`src/rtl/heat_diffusion_stencil_2d_assert.svh`:
```
// Assertion shorthands for the stencil modules.
`ifndef HEAT_DIFFUSION_STENCIL_2D_ASSERT_SVH
`define HEAT_DIFFUSION_STENCIL_2D_ASSERT_SVH

// Same-cycle implication, quiet while reset is held.
`define HDS_ASSERT_IMPL(label, clk, rstn, ante, cons) \
  label: assert property (@(posedge clk) disable iff (!rstn) (ante) |-> (cons)) \
    else $error("stencil assertion failed");

// Next-cycle implication, quiet while reset is held.
`define HDS_ASSERT_NEXT(label, clk, rstn, ante, cons) \
  label: assert property (@(posedge clk) disable iff (!rstn) (ante) |=> (cons)) \
    else $error("stencil assertion failed");

`endif

```
`src/rtl/hds_pkg.sv`:
```
package hds_pkg;

  localparam int unsigned MaxWidth    = 63;
  localparam int unsigned MaxLength   = 1024;
  localparam int unsigned TempW       = 16;
  localparam int unsigned FactorW     = 16;
  localparam int unsigned GridWidthW  = 6;
  localparam int unsigned GridLengthW = 11;
  localparam int unsigned RowW        = $clog2(MaxLength);
  localparam int unsigned PtrW        = $clog2(2 * MaxWidth + 2);
  localparam int unsigned LineDepth   = 2 ** PtrW;
  localparam int unsigned LapW        = TempW + 4;
  localparam int unsigned ProdW       = LapW + FactorW + 1;
  localparam int unsigned CfgIdxW     = 2;

  localparam logic [FactorW-1:0]     FactorReset = FactorW'(13107);
  localparam logic [GridWidthW-1:0]  WidthReset  = GridWidthW'(32);
  localparam logic [GridLengthW-1:0] LengthReset = GridLengthW'(32);

  typedef enum logic [CfgIdxW-1:0] {
    CfgFactor = 2'd0,
    CfgWidth  = 2'd1,
    CfgLength = 2'd2
  } cfg_idx_e;

  typedef logic signed [TempW-1:0] temp_t;

  // Per-cell control that travels with the cell down the pipeline.
  typedef struct packed {
    logic                  emit;
    logic                  interior;
    logic                  flush;
    logic [GridWidthW-1:0] width;
  } cell_ctrl_t;

  typedef struct packed {
    temp_t right;
    temp_t centre;
    temp_t left;
    temp_t up;
  } taps_t;

endpackage

```
`src/rtl/hds_lbuf.sv`:
```
module hds_lbuf (
  input  logic                               clk_i,
  input  logic                               rst_ni,
  input  logic                               wr_i,
  input  hds_pkg::temp_t                     cell_i,
  input  logic [hds_pkg::GridWidthW-1:0]     width_i,
  output hds_pkg::taps_t                     taps_o
);

  // Two copies of the same history so that four taps can be read per beat.
  hds_pkg::temp_t mem_a [hds_pkg::LineDepth];
  hds_pkg::temp_t mem_b [hds_pkg::LineDepth];

  logic [hds_pkg::PtrW-1:0] wr_ptr_q;
  logic [hds_pkg::PtrW-1:0] w_ext;
  logic [hds_pkg::PtrW-1:0] addr_right, addr_centre, addr_left, addr_up;
  hds_pkg::taps_t           taps_q;

  assign w_ext       = hds_pkg::PtrW'(width_i);
  assign addr_right  = wr_ptr_q - w_ext + hds_pkg::PtrW'(1);
  assign addr_centre = wr_ptr_q - w_ext;
  assign addr_left   = wr_ptr_q - w_ext - hds_pkg::PtrW'(1);
  assign addr_up     = wr_ptr_q - (w_ext << 1);

  always_ff @(posedge clk_i or negedge rst_ni) begin
    if (!rst_ni) begin
      wr_ptr_q <= '0;
    end else if (wr_i) begin
      wr_ptr_q <= wr_ptr_q + hds_pkg::PtrW'(1);
    end
  end

  always_ff @(posedge clk_i) begin
    if (wr_i) begin
      mem_a[wr_ptr_q] <= cell_i;
      mem_b[wr_ptr_q] <= cell_i;
      taps_q.right    <= mem_a[addr_right];
      taps_q.centre   <= mem_a[addr_centre];
      taps_q.left     <= mem_b[addr_left];
      taps_q.up       <= mem_b[addr_up];
    end
  end

  assign taps_o = taps_q;

endmodule

```
`config.mk`:
```
export PLATFORM = sky130hd
export DESIGN_NAME = hds_lbuf
export DESIGN_NICKNAME = d
export VERILOG_FILES = /design/src/rtl/heat_diffusion_stencil_2d_assert.svh /design/src/rtl/hds_pkg.sv /design/src/rtl/hds_lbuf.sv
export SDC_FILE = /design/constraint.sdc
export NUM_CORES = 2
export LEC_CHECK = 0
export BUFFER_PORTS_ARGS = -buffer_cell sky130_fd_sc_hd__buf_2
export CORE_MARGIN = 1
export CORE_UTILIZATION = 25
export CTS_CLUSTER_DIAMETER = 100
export DETAILED_ROUTE_END_ITERATION = 16
export PLACE_DENSITY = 0.5
export SYNTH_ARGS = -nofsm -noshare
export SYNTH_HDL_FRONTEND = slang
export SYNTH_SLANG_ARGS = --single-unit
```
`constraint.sdc`:
```
create_clock -name clk_i -period 5.3 [get_ports clk_i]
set_input_delay 1.06 -clock clk_i [delete_from_list [all_inputs] [get_ports clk_i]]
set_output_delay 1.06 -clock clk_i [all_outputs]
set_load 0.005 [all_outputs]
```
==> flow_results.xml <==
<?xml version="1.0" encoding="UTF-8"?>
<metrics>
  <group name="global_route">
    <metric name="grt_pass1_wl" unit="um">708400</metric>
    <metric name="gr-total-overflow" unit="">0</metric>
    <metric name="grt_start_max_net_pins" unit="">129</metric>
    <metric name="grt_pass1_vias" unit="">81080</metric>
    <metric name="grtUsageTotal" unit="">0.2029</metric>
    <metric name="antenna_found_initial" unit="">58</metric>
  </group>
  <group name="run_status">
    <metric name="run_status" unit="">finished, final reports clean</metric>
  </group>
  <group name="worst_setup_path">
    <metric name="worst-path-max-fanout" unit="">15</metric>
    <metric name="setup.worst_path.end_class" unit="">register</metric>
    <metric name="arrival" unit="ns">6.00</metric>
    <metric name="critPathLaunchType" unit="">register</metric>
    <metric name="crit_type" unit="">reg2reg</metric>
    <metric name="worstPathRequired" unit="ns">6.08</metric>
    <metric name="reg2regPathDepth" unit="">14</metric>
    <metric name="worst_r2r_startpoint" unit="">wr_ptr_q[0]$_DFFE_PN0P_</metric>
    <metric name="rrSetupSlack" unit="ns">0.07</metric>
    <metric name="reg_to_reg_end" unit="">taps_o[18]$_DFFE_PP_</metric>
  </group>
  <group name="hold_path">
    <metric name="timing.hold.worst.class" unit="">in2reg</metric>
    <metric name="hold_start" unit="">cell_i[14]</metric>
    <metric name="holdPathStages" unit="">1</metric>
    <metric name="timing.hold.worst_endpoint" unit="">mem_b[101][14]$_DFFE_PP_</metric>
  </group>
  <group name="die">
    <metric name="die_x" unit="um">709.9</metric>
    <metric name="core" unit="um^2">498400</metric>
    <metric name="die_area" unit="um^2">504000</metric>
    <metric name="design.portCount" unit="">89</metric>
    <metric name="die_y" unit="um">709.9</metric>
    <metric name="floorplan.initialDensity" unit="">0.2514</metric>
    <metric name="num_rows" unit="">259</metric>
  </group>
  <group name="yosys">
    <metric name="ys_ff_latch" unit="">2119</metric>
    <metric name="ys_flop_type" unit="">edfxtp_1</metric>
    <metric name="synth_xor_xnor_area_share" unit="">0.002217</metric>
    <metric name="syn-num-nets" unit="">6946</metric>
    <metric name="synthAdderAreaFrac" unit="">0.001718</metric>
    <metric name="synth_simple_gate_area_share" unit="">0.02194</metric>
    <metric name="synth_top_family_by_area" unit="">multiplexers</metric>
    <metric name="syn_avg_cell_area" unit="um^2">18.14</metric>
    <metric name="synth.yosys.warnings" unit="">0</metric>
    <metric name="netlist-cell-type-count" unit="">51</metric>
    <metric name="synthMuxAreaShare" unit="">0.4313</metric>
    <metric name="post_synthesis_cell_area" unit="um^2">125300</metric>
    <metric name="synth-async-reset-ratio" unit="">0.003303</metric>
    <metric name="synth-compound-area-share" unit="">0.01365</metric>
    <metric name="synthesis.instances" unit="">6905</metric>
    <metric name="synth-edff-count" unit="">2112</metric>
    <metric name="ys_seq_area_frac" unit="">0.5076</metric>
  </group>
  <group name="finish">
    <metric name="layout_commonest_cell" unit="">edfxtp_1</metric>
    <metric name="drive_above_1_share" unit="">0.4521</metric>
    <metric name="fin_nets" unit="">7474</metric>
    <metric name="nFillCells" unit="">48900</metric>
    <metric name="finalCoreUtilization" unit="">0.2982</metric>
    <metric name="area.growth.synth_to_final" unit="%">18.63</metric>
    <metric name="layout.area.seq" unit="um^2">63600</metric>
    <metric name="multiInputGateArea" unit="um^2">59640</metric>
    <metric name="mostFrequentLayoutCells" unit="">edfxtp_1, mux4_2, mux2i_1</metric>
  </group>
  <group name="timing">
    <metric name="post-route-worst-setup-slack" unit="ns">0.07246</metric>
    <metric name="final-hold-violation-count" unit="">0</metric>
    <metric name="layout_worst_path_cycle_share" unit="">0.9863</metric>
    <metric name="timing_worst_slew_pin_value" unit="ns">1.169</metric>
    <metric name="slew-limit-headroom" unit="">0.2208</metric>
    <metric name="final-setup-viol-count" unit="">0</metric>
    <metric name="setup_repair_after_global_routing_missed_its_margin" unit="">false</metric>
    <metric name="finalClockSkew" unit="ns">0.06613</metric>
    <metric name="max_freq" unit="GHz">0.1913</metric>
    <metric name="slew_violations" unit="">0</metric>
    <metric name="final_critical_path_required_period" unit="ns">5.228</metric>
  </group>
  <group name="cts">
    <metric name="tritoncts_clock_tree" unit="">done</metric>
    <metric name="tritoncts.num_buffers" unit="">241</metric>
    <metric name="worst_skew_pair.late_latency" unit="ns">0.98</metric>
    <metric name="postCtsSetupBuffers" unit="">0</metric>
    <metric name="clk_root_buffer_cell" unit="">clkbuf_16</metric>
    <metric name="cts.sinks" unit="">2119</metric>
    <metric name="clock_tree.buffer_depth" unit="">4</metric>
    <metric name="clk_pin_slew" unit="ns">0.07</metric>
    <metric name="cts_htree_levels" unit="">4</metric>
  </group>
  <group name="placement">
    <metric name="gp_weighted_congestion" unit="">0.9162</metric>
    <metric name="numPortBuffers" unit="">88</metric>
    <metric name="detailed_place_hpwl" unit="um">354800</metric>
    <metric name="post-place-ws" unit="ns">-1.239</metric>
  </group>
  <group name="detailed_routing">
    <metric name="route.detailed.drc" unit="">0</metric>
    <metric name="avgViaCountPerCell" unit="">5.675</metric>
    <metric name="drc_violation_total_after_the_first_tritonroute_iteration" unit="">10650</metric>
    <metric name="num_vias" unit="">81280</metric>
    <metric name="avgRoutedWirePerCell" unit="um">36.68</metric>
    <metric name="drtPass1Iterations" unit="">5</metric>
    <metric name="ant_nets" unit="">0</metric>
    <metric name="detail_route.wirelength" unit="um">525400</metric>
  </group>
  <group name="flow_run">
    <metric name="cap_violations" unit="">0</metric>
  </group>
</metrics>
==> worst max-delay path, stage by stage (launching register included) <==
cell and delay, ns:
dfrtp_4 0.47, inv_1 0.16, ha_4 0.16, inv_1 0.05, fa_4 0.78, inv_1 0.10, ha_4 0.19, xor2_4 0.24
buf_12 0.27, buf_12 0.19, mux4_2 0.51, mux2_2 0.29, o211ai_1 0.68, o21ai_0 0.60, o21ai_0 0.32
==> per-stage QoR <==
step | setup TNS, ns | cell area (um^2) | std cells | hold slack (ns)
2_1_floorplan | 0 | 125300 | 6905 | 0.5615
4_1_cts | 0 | 148500 | 14290 | 0.4435
3_3_place_gp | -16.29 | 140600 | 13850 | 0.7163
6_report | 0 | 148600 | 14320 | 0.4985
3_5_place_dp | -15.30 | 140600 | 13850 | 0.7223
5_1_grt | 0 | 148600 | 14300 | 0.4700
==> state kept, by name, summed over array words and instances (netlist names) <==
name	cells
wr_ptr_q	7
mem_b	2048
taps_o	64
==> routing by layer <==
metal	vias up	track usage	routed length, um	share of wire
li1	30990	-	-	-
met1	44210	0.2581	199200	0.38
met2	5077	0.3175	238600	0.45
met3	985	0.05067	52820	0.10
met4	26	0.1106	34560	0.066
met5	-	0	177	0.00034
==> cell usage after synthesis, drive strengths merged, types with 3 or more instances <==
master,number,share of area
edfxtp,2112,0.51
mux4,1781,0.32
mux2i,1138,0.091
nand2,346,0.010
clkbuf,333,0.010
buf,308,0.011
mux2,225,0.020
nor2,167,0.0050
o21ai,116,0.0046
nand3,94,0.0038
a21oi,58,0.0023
o211ai,47,0.0028
and3,19,0.00095
o22ai,17,0.00085
a32oi,16,0.0011
ha,14,0.0014
xnor2,14,0.0011
inv,13,0.00039
nor2b,10,0.00050
xor2,10,0.00076
dfrtp,7,0.0014
nor3,7,0.00028
o31ai,7,0.00042
nand2b,6,0.00030
and2,4,0.00020
o221ai,3,0.00021
o41ai,3,0.00021
or3,3,0.00015
==> worst max path at each step <==
stage	startpoint	endpoint	slack [ns]	cells after the start
detailed placement	width_i[1]	taps_o[59]$_DFFE_PP_	-1.24	17
finish	wr_ptr_q[0]$_DFFE_PN0P_	taps_o[18]$_DFFE_PP_	0.07	14
CTS	wr_ptr_q[0]$_DFFE_PN0P_	taps_o[31]$_DFFE_PP_	0.11	17
global route	width_i[1]	taps_o[59]$_DFFE_PP_	0.08	17
floorplan	wr_ptr_q[0]$_DFFE_PN0P_	taps_o[30]$_DFFE_PP_	0.50	20
global placement	width_i[1]	taps_o[59]$_DFFE_PP_	-1.31	17
==> area by class of cell <==
cell class,count,share of cell area
inverters,13,0.0003283
diodes,35,0.0005893
clock buffers,288,0.04262
well taps,6655,0.05602
flip-flops and latches,2119,0.4279
repair buffers,926,0.06024
clock inverters,155,0.01102
multi-input cells,4132,0.4013
==> timing repair <==
| action | in CTS | in global routing |
|---|---|---|
| resized for setup | 2 | 0 |
| endpoints found under the setup margin | 1 | 2 |
| hold buffers | 1 | 0 |
| endpoints found under the hold margin | 7 | 0 |
| cloned | 0 | 0 |
==> cell families after synthesis <==
kind of cell,after synthesis
AOI/OAI and AO/OA,282
muxes,3144
DFF,2119
xor gates and xnor gates,26
buffers and inverters,654
and+or+nand+nor,664
adders and majority gates,16
Power is not shown: default switching activity piles up to over one toggle a cycle in this logic, so the estimate is an artifact.
