**config.mk**
```make
export PLATFORM = sky130hd
export DESIGN_NAME = hds_calc
export DESIGN_NICKNAME = d
export VERILOG_FILES = /design/src/rtl/heat_diffusion_stencil_2d_assert.svh /design/src/rtl/hds_pkg.sv /design/src/rtl/hds_calc.sv
export SDC_FILE = /design/constraint.sdc
export NUM_CORES = 1
export LEC_CHECK = 0
export ABC_AREA = 0
export BUFFER_PORTS_ARGS = -buffer_cell sky130_fd_sc_hd__buf_4
export CAP_MARGIN = 20
export CORE_ASPECT_RATIO = 1.25
export CORE_MARGIN = 4
export CORE_UTILIZATION = 40
export DETAILED_ROUTE_END_ITERATION = 10
export GPL_ROUTABILITY_DRIVEN = 0
export RECOVER_POWER = 50
export REMOVE_ABC_BUFFERS = 1
export SLEW_MARGIN = 20
export SYNTH_ARGS = -nofsm -noshare
export SYNTH_HDL_FRONTEND = slang
export SYNTH_SLANG_ARGS = --single-unit
```
**constraint.sdc**
```tcl
create_clock -name clk_i -period 9.6 [get_ports clk_i]
set_input_delay 1.44 -clock clk_i [delete_from_list [all_inputs] [get_ports clk_i]]
set_output_delay 1.44 -clock clk_i [all_outputs]
set_load 0.02 [all_outputs]
```
**src/rtl/heat_diffusion_stencil_2d_assert.svh**
```systemverilog
// Assertion shorthands for the stencil modules.
`ifndef HEAT_DIFFUSION_STENCIL_2D_ASSERT_SVH
`define HEAT_DIFFUSION_STENCIL_2D_ASSERT_SVH

// Same-cycle implication, quiet while reset is held.
`define HDS_ASSERT_IMPL(label, clk, rstn, ante, cons) \
  label: assert property (@(posedge clk) disable iff (!rstn) (ante) |-> (cons)) \
    else $error("stencil assertion failed");

// Next-cycle implication, quiet while reset is held.
`define HDS_ASSERT_NEXT(label, clk, rstn, ante, cons) \
  label: assert property (@(posedge clk) disable iff (!rstn) (ante) |=> (cons)) \
    else $error("stencil assertion failed");

`endif

```
**src/rtl/hds_pkg.sv**
```systemverilog
package hds_pkg;

  localparam int unsigned MaxWidth    = 63;
  localparam int unsigned MaxLength   = 1024;
  localparam int unsigned TempW       = 16;
  localparam int unsigned FactorW     = 16;
  localparam int unsigned GridWidthW  = 6;
  localparam int unsigned GridLengthW = 11;
  localparam int unsigned RowW        = $clog2(MaxLength);
  localparam int unsigned PtrW        = $clog2(2 * MaxWidth + 2);
  localparam int unsigned LineDepth   = 2 ** PtrW;
  localparam int unsigned LapW        = TempW + 4;
  localparam int unsigned ProdW       = LapW + FactorW + 1;
  localparam int unsigned CfgIdxW     = 2;

  localparam logic [FactorW-1:0]     FactorReset = FactorW'(13107);
  localparam logic [GridWidthW-1:0]  WidthReset  = GridWidthW'(32);
  localparam logic [GridLengthW-1:0] LengthReset = GridLengthW'(32);

  typedef enum logic [CfgIdxW-1:0] {
    CfgFactor = 2'd0,
    CfgWidth  = 2'd1,
    CfgLength = 2'd2
  } cfg_idx_e;

  typedef logic signed [TempW-1:0] temp_t;

  // Per-cell control that travels with the cell down the pipeline.
  typedef struct packed {
    logic                  emit;
    logic                  interior;
    logic                  flush;
    logic [GridWidthW-1:0] width;
  } cell_ctrl_t;

  typedef struct packed {
    temp_t right;
    temp_t centre;
    temp_t left;
    temp_t up;
  } taps_t;

endpackage

```
**src/rtl/hds_calc.sv**
```systemverilog
module hds_calc (
  input  logic                                  clk_i,
  input  logic                                  rst_ni,
  input  logic                                  in_valid_i,
  output logic                                  in_ready_o,
  input  hds_pkg::temp_t                        cur_i,
  input  hds_pkg::taps_t                        taps_i,
  input  hds_pkg::cell_ctrl_t                   ctrl_i,
  input  logic [hds_pkg::FactorW-1:0]           factor_i,
  output logic                                  out_valid_o,
  input  logic                                  out_ready_i,
  output logic signed [hds_pkg::ProdW-1:0]      prod_o,
  output hds_pkg::temp_t                        centre_o,
  output hds_pkg::cell_ctrl_t                   ctrl_o
);

  logic                              v2_q, v3_q;
  logic                              ready2, ready3;
  logic signed [hds_pkg::LapW-1:0]   lap_d, lap_q;
  logic signed [hds_pkg::ProdW-1:0]  prod_d, prod_q;
  hds_pkg::temp_t                    centre2_q, centre3_q;
  hds_pkg::cell_ctrl_t               ctrl2_q, ctrl3_q;

  assign ready3     = !v3_q || out_ready_i;
  assign ready2     = !v2_q || ready3;
  assign in_ready_o = ready2;

  // Sum of both second differences; exact in LapW bits.
  assign lap_d = hds_pkg::LapW'(taps_i.left) + hds_pkg::LapW'(taps_i.right)
               + hds_pkg::LapW'(taps_i.up) + hds_pkg::LapW'(cur_i)
               - (hds_pkg::LapW'(taps_i.centre) <<< 2);

  assign prod_d = $signed({1'b0, factor_i}) * lap_q;

  always_ff @(posedge clk_i or negedge rst_ni) begin
    if (!rst_ni) begin
      v2_q <= 1'b0;
      v3_q <= 1'b0;
    end else begin
      if (ready2) begin
        v2_q <= in_valid_i;
      end
      if (ready3) begin
        v3_q <= v2_q;
      end
    end
  end

  always_ff @(posedge clk_i) begin
    if (ready2 && in_valid_i) begin
      lap_q     <= lap_d;
      centre2_q <= taps_i.centre;
      ctrl2_q   <= ctrl_i;
    end
    if (ready3 && v2_q) begin
      prod_q    <= prod_d;
      centre3_q <= centre2_q;
      ctrl3_q   <= ctrl2_q;
    end
  end

  assign out_valid_o = v3_q;
  assign prod_o      = prod_q;
  assign centre_o    = centre3_q;
  assign ctrl_o      = ctrl3_q;

endmodule

```
==> run summary, run 1 <==
The die width is 195 um. The cell count after placement is 2434. The met2 global-route usage is 0.346. The worst setup path is of the in2reg kind. The global routing usage on met1 came out at 0.206. The largest individual stage delay along the critical path comes from the cell a311oi_1. Setup violations remaining at the end of the flow were counted as 0. The total of fill cells in the finished design came out at 4188. Using the TritonRoute via totals, the vias-per-cell ratio works out to 4.84.

The most used flip-flop cell after synthesis is edfxtp_1. With fillers left out, the area of the finished cells amounts to 19400 um2. The count of H-tree levels built during CTS came out at 3. The net count of the finished layout is 2477. The pin count of the biggest net entering global routing is 63. The critical path goes through buf_4 -> nand2_1 -> fa_1 -> fa_1 -> fa_1 -> fa_1 -> inv_1 -> fa_1 -> inv_1 -> fa_1 -> inv_1 -> ha_1 -> a21oi_1 -> and2_1 -> a2bb2oi_1 -> nand2_1 -> a311oi_1 -> o311ai_1 -> a2111oi_0 -> nor3_1. The die covers 47400 um2. The checks that failed: capacitance limit, slew limit.

The CTS tree is built. The vias after detailed routing is 11864. The total negative setup slack is 0 ps. The global routing met3 resource utilization came out at 0.0295. The Yosys warning count is 0. Max-cap violations in this run came to 1. The pre-antenna-repair detailed-routing pass consisted of 5 iterations. In this run the most used layer during global routing was met2. 0 antenna diodes ended up in the layout. The storage element area is 3260 um2. For the pin with the worst max-slew slack, the measured transition is 3100 ps. The synthesis-to-layout area growth is 10.7%. The detailed placer's ending HPWL came out at 33600 um. The worst min-delay path class is reg2reg.

The number of antenna violations at the first check in global routing is 0. Setup repair after global routing left no endpoint under its margin. The number of clock sinks is 109. The final number of max-transition violations is 46. The number of CTS-inserted buffers came out at 9.

The post-synthesis async set-or-reset flop share came out at 0.0183. The number of cells on the worst reg-to-reg path came out at 19. The fraction of final layout cells with drive strength greater than 1 is 0.0759. CTS placed an instance of clkbuf_16 at the clock tree root. The source-to-sink clock delay at the later pin of the worst-skew pair came out at 400 ps. The worst setup path is launched from a primary input. The mean routed wirelength per cell is 16.7 um. The beginning of the critical path is factor_i[2].

The post-synthesis sequential element count came out at 109. For this configuration, the core starts out at a cell density of 0.406. The count of hold buffers inserted by post-cts repair came out at 0. The combined area of the multi-input logic cells is 12300 um2. The routed design has 40800 um of wire.

The arrival time at the worst endpoint came out at 7970 ps. In this run the critical register-to-register path is launched from lap_q[10]. The overall die height is 242 um.

The final hold violation count came out at 0. The row count came out at 85. The synthesized area per cell came out at 10.0 um2. The via count of the first global-routing pass came out at 13720. The number of stages on the worst setup path came out at 20. The worst-case clock skew came out at 17.2 ps. The DRC violations left is 0. The part of the cycle the worst path needs came out at 0.816. The post-CTS clock slew at the launch and capture registers of the worst setup and hold paths is 80 ps. The worst slack at placement came out at 1400 ps. The post-route worst setup slack is 1760 ps. The initial DRC count came out at 427.

In this run the most critical hold path is launched from centre2_q[4]. The tightest slew margin relative to the limit came out at -1.07. The wire length of the first global-routing pass came out at 69200 um.

The sum of buffers and inverters on the critical path is 4. The number of nets still failing antenna checks after routing is 0. The final critical-path required period came out at 7840 ps. The kind of end point of the critical path is a flop. The area of the mapped netlist came out at 17600 um2.

For this run, the total global-route usage over all layers was measured as 0.184. Among cell families on the critical path, the largest total delay comes from adder cells. Yosys mapped a number of flops with a built-in enable equal to 107. The maximum buffer depth of the clock tree is 2. The depth of the worst hold-timing path is 0. For this run, the slowest stage of the critical path takes 770 ps. Post-CTS repair changed the size of 0 cells. The number of distinct library cells after synthesis is 52. The run finished, with violations left. After the flow finishes, the layout carries non-filler instances totaling 2450. The sequential fraction of the synthesis area came out at 0.186. The setup fix buffers added after clock tree synthesis is 0. The I/O pin count is 173.

Global routing finished with a remaining overflow of 0. Port buffering added 172 buffers. Counting every instance in the synthesized netlist gives 1751. The required time at the worst-slack endpoint is 9730 ps.

The most numerous cell type found on the critical path is fa_1. The maximum clock frequency is 0.128 GHz. The placed instances occupy a cell area of 19400 um2. The top fanout value on the critical path is 20.

The region available for standard cell placement spans 43300 um2.
synth_stat cells (2+ instances only):
cell type | instances | area [um2]
inv_1 | 490 | 1840
fa_1 | 374 | 7490
nand2_1 | 221 | 830
and2_1 | 128 | 801
ha_1 | 114 | 1430
edfxtp_1 | 107 | 3210
clkbuf_1 | 54 | 203
xnor2_1 | 41 | 359
a21oi_1 | 40 | 200
nor2_1 | 33 | 124
o21ai_0 | 17 | 85.1
nand3_1 | 15 | 75.1
a21o_1 | 14 | 105
xor2_1 | 11 | 96.3
nor2b_1 | 8 | 50.1
nor3_1 | 8 | 40.0
a211oi_1 | 7 | 52.6
and3_1 | 6 | 37.5
nand2b_1 | 6 | 37.5
or2_2 | 5 | 31.3
a2111oi_0 | 4 | 35.0
a211o_1 | 4 | 35.0
o21bai_1 | 4 | 30.0
or3_1 | 4 | 25.0
o21a_1 | 3 | 22.5
o311ai_0 | 3 | 26.3
a21boi_0 | 2 | 15.0
dfrtp_1 | 2 | 50.1
nand4_1 | 2 | 12.5
o31ai_1 | 2 | 15.0
cell families (layout without fill, tap and decap cells):
logic type / after synthesis / after routing / share of synthesized area
adders and majority gates: 488 / 488 / 0.507
xor gates and xnor gates: 52 / 52 / 0.0259
and+or+nand+nor: 440 / 440 / 0.119
AOI/OAI and AO/OA: 118 / 118 / 0.0455
DFF: 109 / 109 / 0.186
buffers and inverters: 544 / 678 / 0.116
layout make-up:
cell class	count	share of cell area
clock buffer	10	0.0118
clock inverter	6	0.00328
inverter	490	0.0946
multi-input combinational	1098	0.631
sequential	109	0.168
tap	565	0.0364
timing repair buffer	172	0.0554
sequential cells by signal, summed over array words and instances (netlist names):
signal	count
centre2_q	16
centre_o	16
ctrl2_q	9
ctrl_o	9
lap_q	20
out_valid_o	1
prod_o	37
v2_q	1
worst paths after layout:
check / slack (ps) / to
max: 1760 / prod_o[34]
min: 420 / centre_o[4]
max reg2reg: 2140 / prod_o[34]
min reg2reg: 420 / centre_o[4]
max in group asynchronous: 8670 / out_valid_o
min in group asynchronous: 810 / v2_q
cells in the final DEF, fill, tap and decap left out, types with 3 or more instances in the layout:
cell type / count
inv_1: 490
fa_1: 374
nand2_1: 221
and2_1: 125
ha_1: 114
edfxtp_1: 107
buf_4: 104
clkbuf_1: 58
xnor2_1: 41
a21oi_1: 40
nor2_1: 33
o21ai_0: 17
nand3_1: 15
a21o_1: 14
xor2_1: 11
clkbuf_4: 11
clkbuf_16: 9
nor2b_1: 8
nor3_1: 8
a211oi_1: 7
and3_1: 6
nand2b_1: 6
or2_2: 5
a211o_1: 4
a2111oi_0: 4
o21bai_1: 4
or3_1: 4
o311ai_0: 3
o21a_1: 3
inv_8: 3
stage by stage:
| step | hold slack (ps) | utilization |
|---|---|---|
| after floorplan | 400 | - |
| after global placement | 401 | 0.447 |
| after detailed placement | 405 | 0.447 |
| after CTS | 425 | 0.454 |
| after global routing | 435 | 0.449 |
| final | 424 | 0.449 |
worst register-to-register path: stages, from the launching register on:
cell and delay, ps:
edfxtp_1 850, nand2_1 180, fa_1 530, fa_1 570, fa_1 450, fa_1 540
inv_1 50, fa_1 470, inv_1 50, fa_1 470, inv_1 40, ha_1 330
a21oi_1 210, and2_1 180, a2bb2oi_1 450, nand2_1 190, a311oi_1 770, o311ai_1 310
a2111oi_0 460, nor3_1 90
metal layers:
metal  vias up  share of wire
li1       5419              -
met5         -              0
met1      6087           0.37
met2       285           0.54
met4         0          0.035
met3        73          0.050
Power of run 1 is left out: the tool's default activity adds up to more than one toggle a clock period on the data nets, which glitch-free logic cannot reach.
==> run 2: changes to the inputs <==
==> constraint.sdc (replaced) <==
create_clock -name clk_i -period 6.75 [get_ports clk_i]
set_input_delay 1.0125 -clock clk_i [delete_from_list [all_inputs] [get_ports clk_i]]
set_output_delay 1.0125 -clock clk_i [all_outputs]
set_load 0.02 [all_outputs]
==> run summary, run 2 (synthesis gave the netlist of run 1 again) <==
The run finished, with violations left. The checks that failed: capacitance limit, slew limit. Dividing the detail-routed via count by the number of cells gives 4.76. The actual transition at the worst max-transition pin came out at 3090 ps.

The worst-case clock skew is 18.9 ps. The number of detailed-routing iterations run before antenna repair came out at 5. The count of buffers added on input and output ports is 172.

The number of flip-flops under the largest register name is 37. The total core area is 43300 um2. The count of maximum capacitance violations came out at 1. The initial DRC count is 456. The number of stages on the worst setup path came out at 22. The fraction of final layout cells with drive strength greater than 1 came out at 0.128. The nature of the critical path startpoint is a primary input. The area of the die came out at 47400 um2.

Among the stages of the critical path, the cell type that occurs most often is fa_1. The final hold violation count came to 0. The tightest min-delay check is of the in2async type.

For this run, the share of the core covered by cells in the final layout is 0.469. The required time at the worst-slack endpoint came out at 6900 ps. Measured in cells, the most critical reg-to-reg path has a length of 20. After detailed routing, the average wire length per cell comes to 16.3 um. The overall die height came out at 242 um. The number of diodes came out at 0.

The source-to-sink clock delay at the later pin of the worst-skew pair came out at 410 ps. The most frequent standard cell in the layout excluding fill and tap cells is inv_1. The count of hold buffers inserted by post-cts repair is 0. The DRC violations left came out at 0.

The I/O pin count is 173. The final number of max-transition violations is 46. The number of CTS-inserted buffers is 9. The via count of the first global-routing pass came to 13906. The routed wire length is 41500 um. In this run the tightest slew margin relative to its limit is -1.06. The total global routing overflow is 0. The worst slack at placement came out at -491 ps. The row count came out at 85.

The pin count of the biggest net entering global routing came out at 63. The post-route non-filler standard cell count is 2549. The number of nets still failing antenna checks after routing came out at 0. The critical path's largest stage delay is 530 ps. The largest delay contributor family on the critical path is adder cells. The critical-path cell with the highest stage delay is fa_1. The post-route worst setup slack is 170 ps.

After the last flow step, the layout net total stands at 2576. The part of the cycle the worst path needs came out at 0.975. STA classifies the critical path endpoint as a flop.

The sum of buffers and inverters on the critical path is 6. The maximum buffer depth of the clock tree came out at 2. The first global-routing pass estimated 71000 um of wire.

The CTS tree is built. The maximum clock frequency is 0.152 GHz. The number of antenna violations at the first check in global routing is 0. The clock drives 109 sinks. The critical path is of the in2reg type.

The count of H-tree levels built during CTS came out at 3. The vias after detailed routing came out at 12142. The critical path goes through buf_4 -> buf_4 -> and2_1 -> fa_1 -> inv_1 -> fa_1 -> fa_1 -> inv_1 -> fa_1 -> fa_1 -> inv_1 -> fa_1 -> inv_1 -> ha_1 -> a21o_1 -> a21o_1 -> a211o_1 -> a221o_1 -> a31oi_4 -> o21ai_2 -> a311oi_2 -> xnor2_1. The overall global routing resource usage came out at 0.189.

CTS placed an instance of clkbuf_16 at the clock tree root. The cell count after placement came out at 2532. The final setup violation count is 0.

The critical register-to-register path startpoint is lap_q[14]. The top fanout value on the critical path came out at 11. The arrival time at the worst endpoint came out at 6730 ps. The final critical-path required period came out at 6580 ps. The critical path starts at factor_i[5].

The post-CTS clock slew at the launch and capture registers of the worst setup and hold paths came out at 90 ps. The area growth from synthesis to layout is 15.7%. The die width is 195 um. The initial core utilization came out at 0.406. The library cells used most frequently in the layout, excluding fill and tap cells, are inv_1 (490), fa_1 (372), nand2_1 (221).

The detailed placer's ending HPWL is 35500 um.
-- run 2: cell types whose count changed in the layout (fill, tap and decap cells not counted), moves of 3 or more --
| cell | previous run | this run |
|---|---|---|
| a21oi_1 | 40 | 37 |
| inv_12 | 0 | 3 |
| a21oi_2 | 0 | 3 |
| buf_4 | 104 | 200 |
| buf_12 | 0 | 4 |
-- run 2: what timing repair did --
action | 4_1_cts | 5_1_grt
buffers inserted | 0 | 1
endpoints found under the setup margin | 1 | 10
pin swaps | 0 | 3
gates resized for setup | 1 | 13
-- run 2: final cells by class --
| type | instances | area (um2) |
|---|---|---|
| fillers | 4090 | 23000 |
| multi-input cells | 1098 | 12300 |
| flip-flops and latches | 109 | 3260 |
| repair buffers | 271 | 1870 |
| inverters | 490 | 1840 |
| well taps | 565 | 707 |
| clock buffers | 9 | 225 |
| clock inverters | 7 | 96.3 |
-- run 2: per-stage QoR --
stage | TNS (ps) | hold slack [ps] | area, um2
2_1_floorplan | 0 | 400 | 17400
3_3_place_gp | -1760 | 401 | 20100
3_5_place_dp | -2480 | 405 | 20100
4_1_cts | 0 | 344 | 20500
5_1_grt | -6.94 | 354 | 20300
6_report | 0 | 375 | 20300
-- run 2: final timing paths --
| kind | to | slack, ps |
|---|---|---|
| setup reg to reg | prod_o[35] | 350 |
| max in group asynchronous | out_valid_o | 6250 |
| setup / recovery | prod_o[35] | 170 |
| hold / removal | v2_q | 370 |
| min in group clk_i | ctrl_o[2] | 420 |
| hold reg to reg | ctrl_o[2] | 420 |
-- run 2: layer usage --
layer,routed length [um],vias to the layer above,GRT usage
met2,22500,263,0.348
met5,0,-,0
li1,-,5625,-
met3,1640,60,0.0267
met4,1330,0,0.0696
met1,16000,6194,0.221
Power of run 2 is left out for the same reason.
