`config.mk`:
```
export PLATFORM = sky130hd
export DESIGN_NAME = hds_out
export DESIGN_NICKNAME = d
export VERILOG_FILES = /design/src/rtl/hds_pkg.sv /design/src/rtl/hds_out.sv
export VERILOG_INCLUDE_DIRS = /design/src /design/src/rtl
export SDC_FILE = /design/constraint.sdc
export NUM_CORES = 1
export LEC_CHECK = 0
export BUFFER_PORTS_ARGS = -buffer_cell sky130_fd_sc_hd__buf_2
export CORE_MARGIN = 2
export CORE_UTILIZATION = 51
export DETAILED_ROUTE_END_ITERATION = 6
export GPL_TIMING_DRIVEN = 0
export MAX_ROUTING_LAYER = met4
export PLACE_DENSITY = 0.92
export SETUP_SLACK_MARGIN = 0.5
export SLEW_MARGIN = 20
export SYNTH_ARGS = -nofsm -noshare
export SYNTH_HDL_FRONTEND = slang
export SYNTH_SLANG_ARGS = --single-unit
```
`constraint.sdc`:
```
create_clock -name clk_i -period 2.6 [get_ports clk_i]
set_clock_uncertainty 0.15 [all_clocks]
set_input_delay 0 -clock clk_i [delete_from_list [all_inputs] [get_ports clk_i]]
set_output_delay 0 -clock clk_i [all_outputs]
set_load 0.01 [all_outputs]
```
`src/rtl/heat_diffusion_stencil_2d_assert.svh`:
```
// Assertion shorthands for the stencil modules.
`ifndef HEAT_DIFFUSION_STENCIL_2D_ASSERT_SVH
`define HEAT_DIFFUSION_STENCIL_2D_ASSERT_SVH

// Same-cycle implication, quiet while reset is held.
`define HDS_ASSERT_IMPL(label, clk, rstn, ante, cons) \
  label: assert property (@(posedge clk) disable iff (!rstn) (ante) |-> (cons)) \
    else $error("stencil assertion failed");

// Next-cycle implication, quiet while reset is held.
`define HDS_ASSERT_NEXT(label, clk, rstn, ante, cons) \
  label: assert property (@(posedge clk) disable iff (!rstn) (ante) |=> (cons)) \
    else $error("stencil assertion failed");

`endif

```
`src/rtl/hds_pkg.sv`:
```
package hds_pkg;

  localparam int unsigned MaxWidth    = 63;
  localparam int unsigned MaxLength   = 1024;
  localparam int unsigned TempW       = 16;
  localparam int unsigned FactorW     = 16;
  localparam int unsigned GridWidthW  = 6;
  localparam int unsigned GridLengthW = 11;
  localparam int unsigned RowW        = $clog2(MaxLength);
  localparam int unsigned PtrW        = $clog2(2 * MaxWidth + 2);
  localparam int unsigned LineDepth   = 2 ** PtrW;
  localparam int unsigned LapW        = TempW + 4;
  localparam int unsigned ProdW       = LapW + FactorW + 1;
  localparam int unsigned CfgIdxW     = 2;

  localparam logic [FactorW-1:0]     FactorReset = FactorW'(13107);
  localparam logic [GridWidthW-1:0]  WidthReset  = GridWidthW'(32);
  localparam logic [GridLengthW-1:0] LengthReset = GridLengthW'(32);

  typedef enum logic [CfgIdxW-1:0] {
    CfgFactor = 2'd0,
    CfgWidth  = 2'd1,
    CfgLength = 2'd2
  } cfg_idx_e;

  typedef logic signed [TempW-1:0] temp_t;

  // Per-cell control that travels with the cell down the pipeline.
  typedef struct packed {
    logic                  emit;
    logic                  interior;
    logic                  flush;
    logic [GridWidthW-1:0] width;
  } cell_ctrl_t;

  typedef struct packed {
    temp_t right;
    temp_t centre;
    temp_t left;
    temp_t up;
  } taps_t;

endpackage

```
`src/rtl/hds_out.sv`:
```
`include "heat_diffusion_stencil_2d_assert.svh"

module hds_out (
  input  logic                                  clk_i,
  input  logic                                  rst_ni,
  input  logic                                  in_valid_i,
  output logic                                  in_ready_o,
  input  logic signed [hds_pkg::ProdW-1:0]      prod_i,
  input  hds_pkg::temp_t                        centre_i,
  input  hds_pkg::cell_ctrl_t                   ctrl_i,
  output logic                                  out_valid_o,
  input  logic                                  out_ready_i,
  output hds_pkg::temp_t                        new_temperature_o,
  output logic                                  run_last_o,
  output logic                                  grid_last_o
);

  localparam int unsigned ShW  = hds_pkg::ProdW - hds_pkg::FactorW;
  localparam int unsigned SumW = ShW + 1;
  localparam logic signed [SumW-1:0] SatHi = SumW'(2 ** (hds_pkg::TempW - 1) - 1);
  localparam logic signed [SumW-1:0] SatLo = SumW'(-(2 ** (hds_pkg::TempW - 1)));

  logic signed [ShW-1:0]             shifted;
  logic signed [SumW-1:0]            sum;
  hds_pkg::temp_t                    sat, stencil;
  logic [hds_pkg::GridWidthW-1:0]    zero_cnt_q;
  logic                              out_valid_q, run_last_q, grid_last_q;
  hds_pkg::temp_t                    temp_q;
  logic                              out_free, take, flushing, load_zero, load_cell;

  // Dropping the low bits of a two's complement value rounds towards minus infinity.
  assign shifted = prod_i[hds_pkg::ProdW-1:hds_pkg::FactorW];
  assign sum     = SumW'(shifted) + SumW'(centre_i);

  always_comb begin
    if (sum > SatHi) begin
      sat = hds_pkg::temp_t'(SatHi);
    end else if (sum < SatLo) begin
      sat = hds_pkg::temp_t'(SatLo);
    end else begin
      sat = sum[hds_pkg::TempW-1:0];
    end
  end

  assign stencil = ctrl_i.interior ? sat : '0;

  assign out_free   = !out_valid_q || out_ready_i;
  assign flushing   = zero_cnt_q != '0;
  assign in_ready_o = !flushing && (!ctrl_i.emit || out_free);
  assign take       = in_valid_i && in_ready_o;
  assign load_zero  = flushing && out_free;
  assign load_cell  = take && ctrl_i.emit;

  always_ff @(posedge clk_i or negedge rst_ni) begin
    if (!rst_ni) begin
      out_valid_q <= 1'b0;
      zero_cnt_q  <= '0;
      run_last_q  <= 1'b0;
      grid_last_q <= 1'b0;
    end else begin
      if (load_zero) begin
        out_valid_q <= 1'b1;
        run_last_q  <= zero_cnt_q == hds_pkg::GridWidthW'(1);
        grid_last_q <= zero_cnt_q == hds_pkg::GridWidthW'(1);
        zero_cnt_q  <= zero_cnt_q - hds_pkg::GridWidthW'(1);
      end else if (load_cell) begin
        out_valid_q <= 1'b1;
        run_last_q  <= !ctrl_i.flush;
        grid_last_q <= 1'b0;
      end else if (out_ready_i) begin
        out_valid_q <= 1'b0;
      end
      if (take) begin
        zero_cnt_q <= ctrl_i.flush ? ctrl_i.width : '0;
      end
    end
  end

  always_ff @(posedge clk_i) begin
    if (load_zero) begin
      temp_q <= '0;
    end else if (load_cell) begin
      temp_q <= stencil;
    end
  end

  assign out_valid_o       = out_valid_q;
  assign new_temperature_o = temp_q;
  assign run_last_o        = run_last_q;
  assign grid_last_o       = grid_last_q;

  `HDS_ASSERT_IMPL(a_grid_last_ends_run, clk_i, rst_ni, out_valid_q && grid_last_q, run_last_q && (zero_cnt_q == '0))
  `HDS_ASSERT_NEXT(a_flush_gives_zero, clk_i, rst_ni, flushing && out_free, out_valid_q && (temp_q == '0))
  `HDS_ASSERT_NEXT(a_flush_count_loaded, clk_i, rst_ni, take && ctrl_i.flush, zero_cnt_q == $past(ctrl_i.width))

endmodule

```
==> impl_metrics.csv, run 1 <==
group,metric,value,unit
run_status,outcome,"complete, no violations",
die,initial_core_util,51.9,%
synth,syn-instance-count,283,
critical_path,endpoint,"new_temperature_o[2]",
cts,cts_tree,"yes",
cells_and_area,mostFrequentLayoutCell,"buf_2",
routing,postRouteAntennaNets,0,
min_path,hp-class,"in -> reg",
die,die-width,72.9,um
synth,ys.flop_type,"dfxtp_1",
cells_and_area,register_area,547,um^2
critical_path,rr_worst_depth,11,
cts,cts_sinks,25,
global_routing,grt_use_total,31.8,%
routing,via_per_inst,6.29,
cts,clk_transition_reported_paths,0.09,ns
placed_design,hpwl,5040,um
timing,worst_slew_pin_slew,0.473,ns
timing,final-setup-viol-count,0,
cells_and_area,fillers,263,
timing,fin_crit,2.44,ns
global_routing,antenna_found_initial,0,
die,rows,25,
die,die_area,0.00531,mm^2
synth,yosys_warnings,0,
cts,htreeDepth,1,
routing,drt-total-wl,8540,um
critical_path,r2r-end,"new_temperature_o[2]",
timing,fin_crit_sh,93.9,%
critical_path,start_kind,"register",
cts,cts_buffers,3,
cells_and_area,multi_input_area,0.00202,mm^2
timing,fin_setup_tns,0,ns
critical_path,crit_start,"zero_cnt_q[0]",
synth,avgSynthCellArea,8.56,um^2
placed_design,place.gp.congestion,0.923,
power,power_density,469,mW/mm^2
synth,syn_area,0.00242,mm^2
critical_path,crit_chain,"inv_1 -> ha_1 -> nand2_2 -> a21oi_4 -> and2_4 -> buf_6 -> nand3_4 -> and2b_2 -> a41oi_4 -> buf_6 -> o211ai_1",
cells_and_area,area_growth,46.5,%
critical_path,path_common_cell,"buf_6",
cells_and_area,final_cell_mix,"buf_2 (66), nand2_1 (40), buf_4 (20), a21oi_1 (16), dfxtp_1 (16)",
routing,drt_iter0_markers,188,
critical_path,r2r_start,"zero_cnt_q[0]",
critical_path,critPathKind,"reg -> reg",
timing,hold_violations,0,
routing,dr_total_vias,2824,
cells_and_area,final_core_util,76.1,%
synth,synth_area_leaders,"dfxtp_1 (13%), ha_1 (12%), dfrtp_1 (9.3%), nand2_1 (6.2%), o211ai_2 (6.2%)",
synth,synth_seq_cells,25,
synth,yosys.area.top_type,"dfxtp_1",
synth,ys_types,56,
cells_and_area,layout.cells.non_filler,449,
timing,rsz0062_at_grt,"true",
synth,syn_nets,374,
critical_path,cp_max_fo,5,
cells_and_area,drive_gt1_share,45.1,%
cts,cts-root-buf,"clkbuf_8",
synth,ys_async_sr_fraction,36.0,%
synth,synth_edf_count,0,
critical_path,worstPathArrival,2.48,ns
placed_design,pre_cts_ws,-0.0253,ns
global_routing,grt_start_max_net_pins,15,
timing,maxSlewHeadroom,68.5,%
die,die_h,72.9,um
routing,drcViolationCount,0,
cells_and_area,antenna_cells,0,
cells_and_area,nets,487,
critical_path,crit_path_end_kind,"register",
placed_design,dpl.cell_count,406,
power,p_leak,1.61,nW
critical_path,required,2.64,ns
global_routing,overflow,0,
timing,maxSlewViolCount,0,
cts,clock_latency,0.27,ns
synth,synth_top_area_share,13.2,%
power,vdd_drop_max,0.254,mV
critical_path,slowest_delay,0.42,ns
routing,first_pass_iters,4,
timing,fin_ws,0.158,ns
critical_path,reg2reg_slack,0.16,ns
routing,wl_per_cell,19.0,um
placed_design,io_buffers,69,
timing,max_freq,0.410,GHz
global_routing,grt_pass1_vias,2802,
critical_path,cp_slowest_cell,"dfrtp_1",
die,io_pins,86,
global_routing,grt_first_pass_wirelength,12900,um
run,maxCapViolations,0,
cts,clk_path_buf_depth,2,
die,core,0.00466,mm^2
synth,yosysSeqAreaShare,22.5,%
[worst min-delay path by stage]
| stage | start | endpoint | slack, ns | cells past startpoint |
|---|---|---|---|---|
| after detailed placement | rst_ni | zero_cnt_q[2] | -0.29 | 1 |
| after global routing | in_valid_i | zero_cnt_q[3] | 0.11 | 4 |
| after CTS | in_valid_i | zero_cnt_q[2] | 0.03 | 4 |
| after global placement | rst_ni | zero_cnt_q[2] | -0.29 | 1 |
| after floorplan | rst_ni | grid_last_o | -0.45 | 0 |
| final | in_valid_i | zero_cnt_q[3] | 0.1 | 4 |
[state kept, by name (all words and copies together) (netlist names)]
name               flops
new_temperature_o     16
zero_cnt_q             6
grid_last_o            1
out_valid_o            1
run_last_o             1
[per-layer routing]
layer  GRT usage [%]  up-vias  share of wire (%)
met2            57.0      155                 52
met1            33.8     1335                 37
li1                -     1279                  -
met5               -        -                  0
met3            3.59       55                5.8
met4            17.7        0                5.1
[what timing repair did]
| item | in CTS | in global routing |
|---|---|---|
| resized for setup | 28 | 21 |
| pin swaps | 23 | 11 |
| hold buffers | 14 | 0 |
| cloned | 2 | 0 |
| endpoints found under the setup margin | 17 | 21 |
| endpoints found under the hold margin | 19 | 0 |
| buffers inserted | 18 | 5 |
[where the power goes]
group          internal (mW)  switching (mW)  total (mW)  leakage [nW]
Clock                  0.107           0.125       0.232        0.0255
Combinational          0.379           0.523       0.902          1.35
Sequential             0.449          0.0794       0.528         0.237
[through the flow]
| stage | hold WS [ns] | instance area, um^2 | total power, mW |
|---|---|---|---|
| final | 0.0999 | 3550 | 1.66 |
| after global routing | 0.112 | 3550 | 1.74 |
| after CTS | 0.0280 | 3420 | 1.50 |
| after detailed placement | -0.288 | 2940 | 1.18 |
| after global placement | -0.289 | 2940 | 1.15 |
| after floorplan | -0.446 | 2530 | 1.01 |
[kinds of logic after synthesis]
group	Yosys count	synth area share (%)
multiplexers	2	0.879
AO/OA/AOI/OAI	95	32.0
flip-flops	25	22.5
AND/OR/NAND/NOR	99	20.9
buffers and inverters	20	4.24
adder cells (fa/ha/maj)	25	13.2
XOR/XNOR	17	6.15
[Yosys cell counts, types with 2 or more instances]
master / count
xnor2_1: 8
nand3_1: 13
nor3_1: 2
buf_2: 3
nor3_2: 2
a211oi_2: 2
a22oi_2: 2
nand2_1: 40
nor2_1: 11
a211oi_1: 2
xor2_1: 9
o21ai_2: 3
o21ai_0: 11
o211ai_2: 12
o21ai_1: 2
nor4_1: 2
a21oi_2: 4
and2_1: 2
nand2b_1: 6
ha_1: 24
a31oi_1: 7
a21o_1: 5
inv_1: 14
and3_1: 5
dfxtp_1: 16
a22oi_1: 4
o211ai_1: 5
a211o_1: 2
nand4_1: 3
dfrtp_1: 9
a21oi_1: 24
nor2b_1: 5
[critical path: cells and delay by family (launching register included)]
family	cells	cell delay (ns)
and+or+nand+nor	4	0.68
AOI/OAI and AO/OA	3	0.44
DFF	1	0.42
buffers and inverters	3	0.39
adders and majority gates	1	0.28
[layout make-up]
class	count	share of cell area [%]
Buffer	6	1.87
Inverter	14	1.48
Clock buffer	3	1.16
Tap cell	54	1.90
Multi-Input combinational cell	238	57.1
Sequential cell	25	15.4
Clock inverter	1	0.141
Timing Repair Buffer	108	21.0
Note: power is estimated with default switching activity, not from simulation.
==> run 2, diff against run 1 <==
Settings changed: ABC_AREA set to 1, CORE_UTILIZATION 51 to 53, CTS_BUF_LIST set to sky130_fd_sc_hd__clkbuf_4 sky130_fd_sc_hd__clkbuf_8, PLACE_DENSITY 0.92 to 0.93, SLEW_MARGIN 20 to 40.
==> run 2 against run 1 <==
The flow now finishes with violations (design-rule violations). Largest power group unchanged. Fmax rose by 7.1%. Global-route usage shrank 0.90 points. Final area rose by 6.3%. Critical path depth up 5. First-iteration DRC count up 76%.
==> impl_metrics.csv, run 2 <==
group,metric,value,unit
synth,avgSynthCellArea,6.39,um^2
power,power_density,508,mW/mm^2
routing,drt_iter0_markers,331,
die,die_h,75.0,um
synth,synth_most_common_cell,"nand2_1",
cts,cts_tree,"yes",
run_status,outcome,"finished, violations left",
synth,syn-instance-count,418,
timing,hold_violations,0,
critical_path,crit_path_end_kind,"register",
placed_design,place.gp.congestion,1.02,
synth,yosysSeqAreaShare,20.4,%
timing,maxSlewViolCount,0,
critical_path,worstPathArrival,2.30,ns
cells_and_area,largest_reg_flops,16,
power,pwr-share-seq,28.1,%
power,p_clk_share,13.1,%
routing,drcViolationCount,2,
power,p_sw,881,uW
cells_and_area,area_growth,41.1,%
power,vdd_drop_max,0.308,mV
die,initial_core_util,55.8,%
run,maxCapViolations,0,
synth,synth_seq_cells,25,
die,core,0.00479,mm^2
die,die-width,75.0,um
cts,cts_buffers,3,
global_routing,grt_start_max_net_pins,14,
min_path,hp-class,"in -> reg",
cts,clock_latency,0.27,ns
cts,cts_sinks,25,
synth,yosys.area.top_type,"nand2_1",
routing,first_pass_iters,7,
power,sw_frac_of_total,46.0,%
critical_path,start_kind,"input port",
synth,synth_edf_count,0,
cells_and_area,drive_gt1_share,36.1,%
synth,synth_common_cells,"nand2_1 (158), inv_1 (54), a21oi_1 (28)",
cts,clk_transition_reported_paths,0.10,ns
synth,ys.flop_type,"dfxtp_1",
synth,ys_types,37,
timing,final-setup-viol-count,0,
synth,synth_top_area_share,22.2,%
cts,clk_path_buf_depth,2,
cells_and_area,mostFrequentLayoutCell,"nand2_1",
timing,fin_crit_sh,87.6,%
timing,maxSlewHeadroom,68.7,%
cells_and_area,final_core_util,78.8,%
timing,rsz0062_at_grt,"true",
critical_path,critPathKind,"in -> reg",
critical_path,cp_max_fo,6,
power,combPwrFrac,58.9,%
power,p_leak,2.03,nW
global_routing,grt_pass1_vias,3045,
routing,dr_total_vias,3429,
cts,htreeDepth,1,
synth,synth_area_leaders,"nand2_1 (22%), dfxtp_1 (12%), ha_1 (11%), dfrtp_1 (8.4%), inv_1 (7.6%)",
routing,postRouteAntennaNets,0,
global_routing,overflow,0,
global_routing,grt_use_total,30.9,%
routing,drt-total-wl,10200,um
synth,yosys_warnings,0,
placed_design,io_buffers,69,
cells_and_area,final_cell_mix,"nand2_1 (141), buf_2 (68), inv_1 (50), a21oi_1 (25), buf_4 (23)",
cts,cts-root-buf,"clkbuf_8",
critical_path,required,2.62,ns
timing,holdWs,0.0108,ns
global_routing,antenna_found_initial,0,
synth,syn_nets,509,
timing,max_freq,0.439,GHz
cells_and_area,antenna_cells,0,
routing,via_per_inst,5.75,
synth,ys_async_sr_fraction,36.0,%
synth,syn_area,0.00267,mm^2
global_routing,grt_first_pass_wirelength,13300,um
timing,fin_setup_tns,0,ns
cells_and_area,nets,621,
routing,wl_per_cell,17.2,um
timing,fin_crit,2.28,ns
timing,worst_slew_pin_slew,0.464,ns
power,intPower,1.04,mW
die,rows,25,
placed_design,hpwl,5660,um
die,io_pins,86,
run_status,violations,"design-rule violations",
die,die_area,0.00563,mm^2
## run 2: cell count changes after synthesis, moves of 5 or more
cell and change:
nand2_1 +118, inv_1 +40, o211ai_2 -12, nand3_2 +11, nor2_1 +9, nand4_1 +7
nor2_2 +7, nand2b_1 -6, a21o_1 -5, and3_1 -5, inv_2 +5, nand3_1 +5
nor2b_1 -5, o21ai_0 -5
## run 2: final timing paths
check	startpoint	endpoint	slack, ns	cells past startpoint
worst min-delay path	centre_i[0]	new_temperature_o[0]	0.01	6
max in group asynchronous	rst_ni	zero_cnt_q[5]	1.37	3
worst max-delay path	centre_i[15]	new_temperature_o[4]	0.32	16
worst min register to register	new_temperature_o[1]	new_temperature_o[1]	0.31	2
min in group asynchronous	rst_ni	zero_cnt_q[3]	0.59	3
worst max register to register	zero_cnt_q[1]	new_temperature_o[4]	0.33	12
## run 2: layout make-up
| type | count | area [um^2] |
|---|---|---|
| multi-input cells | 330 | 2150 |
| fillers | 335 | 1010 |
| repair buffers | 107 | 681 |
| flip-flops and latches | 25 | 549 |
| inverters | 60 | 230 |
| well taps | 67 | 83.8 |
| clock buffers | 4 | 48.8 |
| plain buffers | 3 | 30.0 |
## run 2: power by group through the flow
stage	Clock (mW)	Sequential, mW	Combinational [mW]
detailed placement	0	0.517	0.723
finish	0.251	0.538	1.13
global route	0.263	0.535	1.23
global placement	0	0.506	0.692
CTS	0.239	0.510	0.776
floorplan	0	0.503	0.534
## run 2: per-stage QoR
step / instances / area, um^2 / power, mW / worst slack, ns
floorplan: 418 / 2680 / 1.04 / 0.501
global placement: 554 / 3110 / 1.20 / 0.0995
detailed placement: 554 / 3110 / 1.24 / 0.0812
CTS: 577 / 3370 / 1.52 / 0.523
global route: 596 / 3770 / 2.03 / 0.188
finish: 596 / 3770 / 1.92 / 0.321
## run 2: routing by layer
layer	vias up	GRT usage (%)	wire, um
met4	0	14.3	611
met2	237	53.8	5050
met5	-	-	0
met1	1552	35.2	3660
met3	73	3.61	923
li1	1567	-	-
## run 2: logic make-up (layout without fill, tap and decap cells)
family                   Yosys count  count (layout)  synth area share [%]
XOR/XNOR                          15              15                  4.92
adder cells (fa/ha/maj)           25              25                  12.0
flip-flops                        25              25                  20.4
AO/OA/AOI/OAI                     51              51                  11.6
AND/OR/NAND/NOR                  239             239                  41.5
buffers and inverters             63             174                  9.60
## run 2: critical path, cell delays in order
cell and delay (ns):
buf_2 0.18, ha_4 0.32, nand2_1 0.10, nor2_2 0.16, inv_1 0.07, nor2_2 0.12
nand4_1 0.20, nand4_1 0.18, nand2_1 0.13, nor2_1 0.16, nand2_2 0.11, nand2_2 0.09
nand2_1 0.06, nand2_1 0.07, nand2_1 0.09, a21oi_1 0.27
## run 2: what timing repair did
item                                    CTS  global route
resized for setup                        11            68
gates cloned                              1             1
hold endpoints to repair                 20             0
endpoints found under the setup margin   16            17
buffers inserted                          5            18
pin swaps                                 4            17
hold buffers                             13             0
